## config.mk

```make
export PLATFORM = sky130hd
export DESIGN_NAME = wvvu_ctrl
export DESIGN_NICKNAME = d
export VERILOG_FILES = /design/src/rtl/wvvu_pkg.sv /design/src/rtl/wvvu_ctrl.sv
export SDC_FILE = /design/constraint.sdc
export NUM_CORES = 1
export LEC_CHECK = 0
export ABC_AREA = 1
export BUFFER_PORTS_ARGS = -buffer_cell sky130_fd_sc_hd__buf_4
export CORE_MARGIN = 1.5
export CORE_UTILIZATION = 52
export DETAILED_ROUTE_END_ITERATION = 16
export PLACE_DENSITY = 0.73
export SYNTH_ARGS = -nofsm -noshare
export SYNTH_HDL_FRONTEND = slang
export SYNTH_SLANG_ARGS = --single-unit
export TNS_END_PERCENT = 10
```

## constraint.sdc

```tcl
create_clock -name i_clk -period 1.55 [get_ports i_clk]
set_input_delay 0.2325 -clock i_clk [delete_from_list [all_inputs] [get_ports i_clk]]
set_output_delay 0.2325 -clock i_clk [all_outputs]
set_load 0.005 [all_outputs]
```

## src/rtl/wvvu_pkg.sv

```systemverilog
// ----------------------------------------------------------------------------
// wvvu_pkg
// Types, widths and command codes shared by the per-slot running mean and
// variance unit.
// ----------------------------------------------------------------------------
package wvvu_pkg;

    // field widths
    localparam int SLOT_W   = 10;
    localparam int SAMPLE_W = 32;
    localparam int FRAC_EXT = 16;
    localparam int MEAN_W   = 48;
    localparam int VAR_W    = 64;
    localparam int COUNT_W  = 32;

    // arithmetic unit widths
    localparam int DIV_W       = 98;
    localparam int DIV_STEPS_W = 6;
    localparam int MUL_W       = 64;
    localparam int PROD_W      = 128;
    localparam int T_W         = 65;
    localparam int NUM_W       = 97;

    // dividend lengths for each division, rounded up to even bit counts
    localparam int SLOT_DIV_BITS = 10;
    localparam int MEAN_DIV_BITS = 50;
    localparam int T_DIV_BITS    = 96;
    localparam int VAR_DIV_BITS  = 98;

    // vector count saturates here so that n fits in COUNT_W bits
    localparam logic [COUNT_W-1:0] COUNT_MAX = 32'hFFFF_FFFE;

    typedef logic        [SLOT_W-1:0]   t_slot;
    typedef logic signed [SAMPLE_W-1:0] t_sample;
    typedef logic signed [MEAN_W-1:0]   t_mean;
    typedef logic        [VAR_W-1:0]    t_var;
    typedef logic        [COUNT_W-1:0]  t_count;

    // controller states
    typedef enum logic [4:0] {
        S_CLEAR,
        S_IDLE,
        S_MOD,
        S_DIFF,
        S_MDIV,
        S_MWAIT,
        S_ERR,
        S_SQ,
        S_SQW,
        S_SNW,
        S_TDW,
        S_VMW,
        S_NUM,
        S_VDIV,
        S_VDW,
        S_VKEEP,
        S_WRITE,
        S_OUT
    } t_state;

    // datapath operations
    typedef enum logic [4:0] {
        OP_NONE,
        OP_CLEAR,
        OP_ACCEPT,
        OP_READ,
        OP_DIFF,
        OP_MDIV,
        OP_MNEW,
        OP_ERR,
        OP_SQ,
        OP_SN,
        OP_TDIV,
        OP_VMUL,
        OP_NUM,
        OP_VDIV,
        OP_VNEW,
        OP_VKEEP,
        OP_WRITE,
        OP_OUT
    } t_op;

    typedef struct packed {
        t_op  op;
        logic in_ready;
    } t_dp_cmd;

    typedef struct packed {
        logic clr_last;
        logic div_done;
        logic mul_done;
        logic n_is_one;
        logic out_free;
    } t_dp_status;

endpackage

```

## src/rtl/wvvu_ctrl.sv

```systemverilog
// ----------------------------------------------------------------------------
// wvvu_ctrl
// Controller: sequences the store sweep after reset and the steps of each
// update through the datapath.
// ----------------------------------------------------------------------------
module wvvu_ctrl (
    input  logic                  i_clk,
    input  logic                  i_rst_n,
    input  logic                  i_in_valid,
    input  wvvu_pkg::t_dp_status  i_status,
    output wvvu_pkg::t_dp_cmd     o_cmd
);
    import wvvu_pkg::*;

    t_state r_state;
    t_state n_state;

    // state register
    always_ff @(posedge i_clk) begin
        if (!i_rst_n) begin
            r_state <= S_CLEAR;
        end else begin
            r_state <= n_state;
        end
    end

    // next state
    always_comb begin
        n_state = r_state;
        case (r_state)
            S_CLEAR: if (i_status.clr_last) n_state = S_IDLE;
            S_IDLE:  if (i_in_valid)        n_state = S_MOD;
            S_MOD:   n_state = S_DIFF;
            S_DIFF:  n_state = S_MDIV;
            S_MDIV:  n_state = S_MWAIT;
            S_MWAIT: begin
                if (i_status.div_done) begin
                    n_state = i_status.n_is_one ? S_VKEEP : S_ERR;
                end
            end
            S_ERR:   n_state = S_SQ;
            S_SQ:    n_state = S_SQW;
            S_SQW:   if (i_status.mul_done) n_state = S_SNW;
            S_SNW:   if (i_status.mul_done) n_state = S_TDW;
            S_TDW:   if (i_status.div_done) n_state = S_VMW;
            S_VMW:   if (i_status.mul_done) n_state = S_NUM;
            S_NUM:   n_state = S_VDIV;
            S_VDIV:  n_state = S_VDW;
            S_VDW:   if (i_status.div_done) n_state = S_WRITE;
            S_VKEEP: n_state = S_WRITE;
            S_WRITE: n_state = S_OUT;
            S_OUT:   if (i_status.out_free) n_state = S_IDLE;
            default: n_state = S_CLEAR;
        endcase
    end

    // commands to the datapath
    always_comb begin
        o_cmd.op       = OP_NONE;
        o_cmd.in_ready = 1'b0;
        case (r_state)
            S_CLEAR: o_cmd.op = OP_CLEAR;
            S_IDLE: begin
                o_cmd.in_ready = 1'b1;
                if (i_in_valid) o_cmd.op = OP_ACCEPT;
            end
            S_MOD:   o_cmd.op = OP_READ;
            S_DIFF:  o_cmd.op = OP_DIFF;
            S_MDIV:  o_cmd.op = OP_MDIV;
            S_MWAIT: if (i_status.div_done) o_cmd.op = OP_MNEW;
            S_ERR:   o_cmd.op = OP_ERR;
            S_SQ:    o_cmd.op = OP_SQ;
            S_SQW:   if (i_status.mul_done) o_cmd.op = OP_SN;
            S_SNW:   if (i_status.mul_done) o_cmd.op = OP_TDIV;
            S_TDW:   if (i_status.div_done) o_cmd.op = OP_VMUL;
            S_VMW:   if (i_status.mul_done) o_cmd.op = OP_NUM;
            S_NUM:   o_cmd.op = OP_NONE;
            S_VDIV:  o_cmd.op = OP_VDIV;
            S_VDW:   if (i_status.div_done) o_cmd.op = OP_VNEW;
            S_VKEEP: o_cmd.op = OP_VKEEP;
            S_WRITE: o_cmd.op = OP_WRITE;
            S_OUT:   if (i_status.out_free) o_cmd.op = OP_OUT;
            default: o_cmd.op = OP_NONE;
        endcase
    end

endmodule
```

==> flow_metrics.tcl <==
set metrics [dict create \
    status "finished with violations" \
    violations "negative setup slack" \
    maxSlewViolCount 0 \
    holdCritPathClass "in2reg" \
    final.setup.tns_ns -1.009 \
    layout_common_cells "nand2_1, buf_4, nor2_1, inv_1, nand3_1" \
    synth_area_per_cell_um2 5.347 \
    place_area_um2 818.3 \
    finalCriticalPeriod_ns 1.796 \
    gp_congestion 0.9354 \
    clkSinkCount 5 \
    fin_util_pct 93.70 \
    grt_pass1_vias 877 \
    grt_overflow_total 0 \
    die_area_mm2 0.001543 \
    synth_top_family_by_area "simple AND/OR/NAND/NOR gates" \
    grt_start_max_net_pins 10 \
    worst_r2r_endpoint "r_state[3]" \
    yosys.area_share.simple_pct 62.16 \
    port_buffers 13 \
    min_from "i_rst_n" \
    wl_um 3896 \
    grtUsageTotal_pct 35.43 \
    die_width_um 39.28 \
    regToRegSetupSlack_ns -0.06 \
    post_drt_via_cell_ratio 7.098 \
    postRouteAntennaNets 0 \
    synth_cell_types 22 \
    clk_pin_slew_ns 0.06 \
    drtIter0Drc 160 \
    rr_worst_depth 11 \
    stdcell_area_mm2 0.001097 \
    holdWs_ns 0.2371 \
    num_rows 12 \
    power.density_mw_per_mm2 1719 \
    grt_pass1_wl_um 3663 \
    hold_viol_final 0 \
    areaGrowthSynthToFinish_pct 60.33 \
    ys_ff_latch 5 \
    num_vias 1235 \
    hpwl_um 1437 \
    setup_viol 9 \
    p_leak_nw 0.6299 \
    ir_worst_vdd_mv 1.089 \
    fin_skew_ns 0.01721 \
    post_drt_wl_per_cell_um 22.39 \
    ioPinCount 14 \
    layout.cells.most_common "nand2_1" \
    hold_path_depth 3 \
    end_kind "output pin" \
    required_ns 1.32 \
    rsz0062_at_grt "true" \
    holdPathEnd "r_state[0]" \
    grt_antenna_before_repair 0 \
    synthAdderAreaFrac_pct 0 \
    fmax_mhz 556.9 \
    timing.rr.start "r_state[1]" \
    netlist_area_um2 684.4 \
    max_flop_register "r_state" \
    drcViolationCount 0 \
    muxShareOfSynthArea_pct 0 \
    htreeDepth 1 \
    start_util_pct 58.44 \
    layout-drive-gt1-share_pct 47.50 \
    max_slew.worst_pin.slew_ns 0.2534 \
    firstDrtPassIters 8 \
    ys_seq_area_share_pct 14.63 \
    largestRegisters "r_state (5)" \
    p_total_mw 1.886 \
    diodes 0 \
    crit_arrival_ns 1.56 \
    clkLatencyLatePin_ns 0.26 \
    fin_crit_sh_pct 115.8 \
    cts_root_buffer "clkbuf_4" \
    worstSetupPathType "reg2out" \
    nets 169 \
    core_area_mm2 0.001171 \
    largest_reg_flops 5 \
    cts_buffer_depth 2 \
    ys_warn_count 0 \
    synth_nets 136 \
    synth_compound_area_share_pct 11.15 \
    crit_fanout 7 \
    slew_headroom_pct 83.11 \
    synth_xor_area_share_pct 0 \
    critPathLaunchType "register" \
    synthCells 128 \
    setup_ws_ns -0.2456 \
    cts_hold_buf 0 \
    cts_buffers 3 \
    floorplan.die.height_um 39.28 \
    cap_violations 0 \
    cts_tree "done" \
]
## cell families (layout without fill, tap and decap cells)
kind of cell    count (synthesis)  count (layout)
compound gates                 13              13
buf+inv                        20              51
flops                           5               5
simple gates                   90              91
## metrics by stage
step | worst slack (ns) | instances
CTS | -0.07816 | 170
finish | -0.2456 | 174
global placement | -0.003822 | 158
detailed placement | 0.03222 | 158
floorplan | 0.2680 | 128
global route | -0.2891 | 174
## synth_stat cells, drive strengths merged
| master | instances | area (um^2) |
|---|---|---|
| nor2 | 27 | 133.9 |
| nor3 | 1 | 5.000 |
| buf | 1 | 11.26 |
| inv | 18 | 67.57 |
| clkinv | 1 | 3.750 |
| nand4 | 4 | 25.02 |
| a21oi | 3 | 15.01 |
| a21boi | 1 | 7.510 |
| o21a | 1 | 7.510 |
| o21ai | 7 | 38.78 |
| dfxtp | 5 | 100.1 |
| o21bai | 1 | 7.510 |
| nand2 | 45 | 191.4 |
| nand3 | 13 | 70.07 |
## final cells by class
type | count | area, um^2
inverters | 19 | 83.83
well taps | 14 | 17.52
multi-input cells | 104 | 629.4
repair buffers | 28 | 221.5
fillers | 40 | 73.82
clock buffers | 4 | 26.28
flip-flops and latches | 5 | 118.9
## metal layers
layer	vias up	track usage, %	share of wire [%]
li1	475	-	-
met1	533	41.44	32
met2	158	61.25	41
met3	69	11.93	15
met4	0	8.621	11
met5	-	0	0
## what timing repair did
action	4_1_cts	5_1_grt
resized for setup	27	22
cloned	0	1
setup endpoints to repair	4	10
buffers inserted	8	3
pin swaps	4	9
## worst max path at each step
stage / startpoint / slack [ns] / to / cells after the start
2_1_floorplan: r_state[1] / 0.27 / o_cmd[4] / 6
3_3_place_gp: r_state[1] / -0.004 / o_cmd[4] / 7
3_5_place_dp: r_state[1] / 0.03 / o_cmd[4] / 7
4_1_cts: r_state[1] / -0.08 / o_cmd[4] / 8
5_1_grt: r_state[3] / -0.29 / o_cmd[2] / 8
6_report: r_state[1] / -0.25 / o_cmd[4] / 7
## where the power goes
| part | switching [mW] | internal [mW] | total [mW] |
|---|---|---|---|
| Combinational | 0.897 | 0.513 | 1.41 |
| Sequential | 0.116 | 0.187 | 0.303 |
| Clock | 0.0746 | 0.0987 | 0.173 |
## worst max-delay path, cell delays in order (launching register included)
cell and delay (ns):
dfxtp_4 0.40, nand2_4 0.10, nor2_4 0.05, o21bai_1 0.22
inv_2 0.10, nor3_2 0.18, nand3_1 0.09, buf_4 0.14
Power figures use the tool's default switching activity.
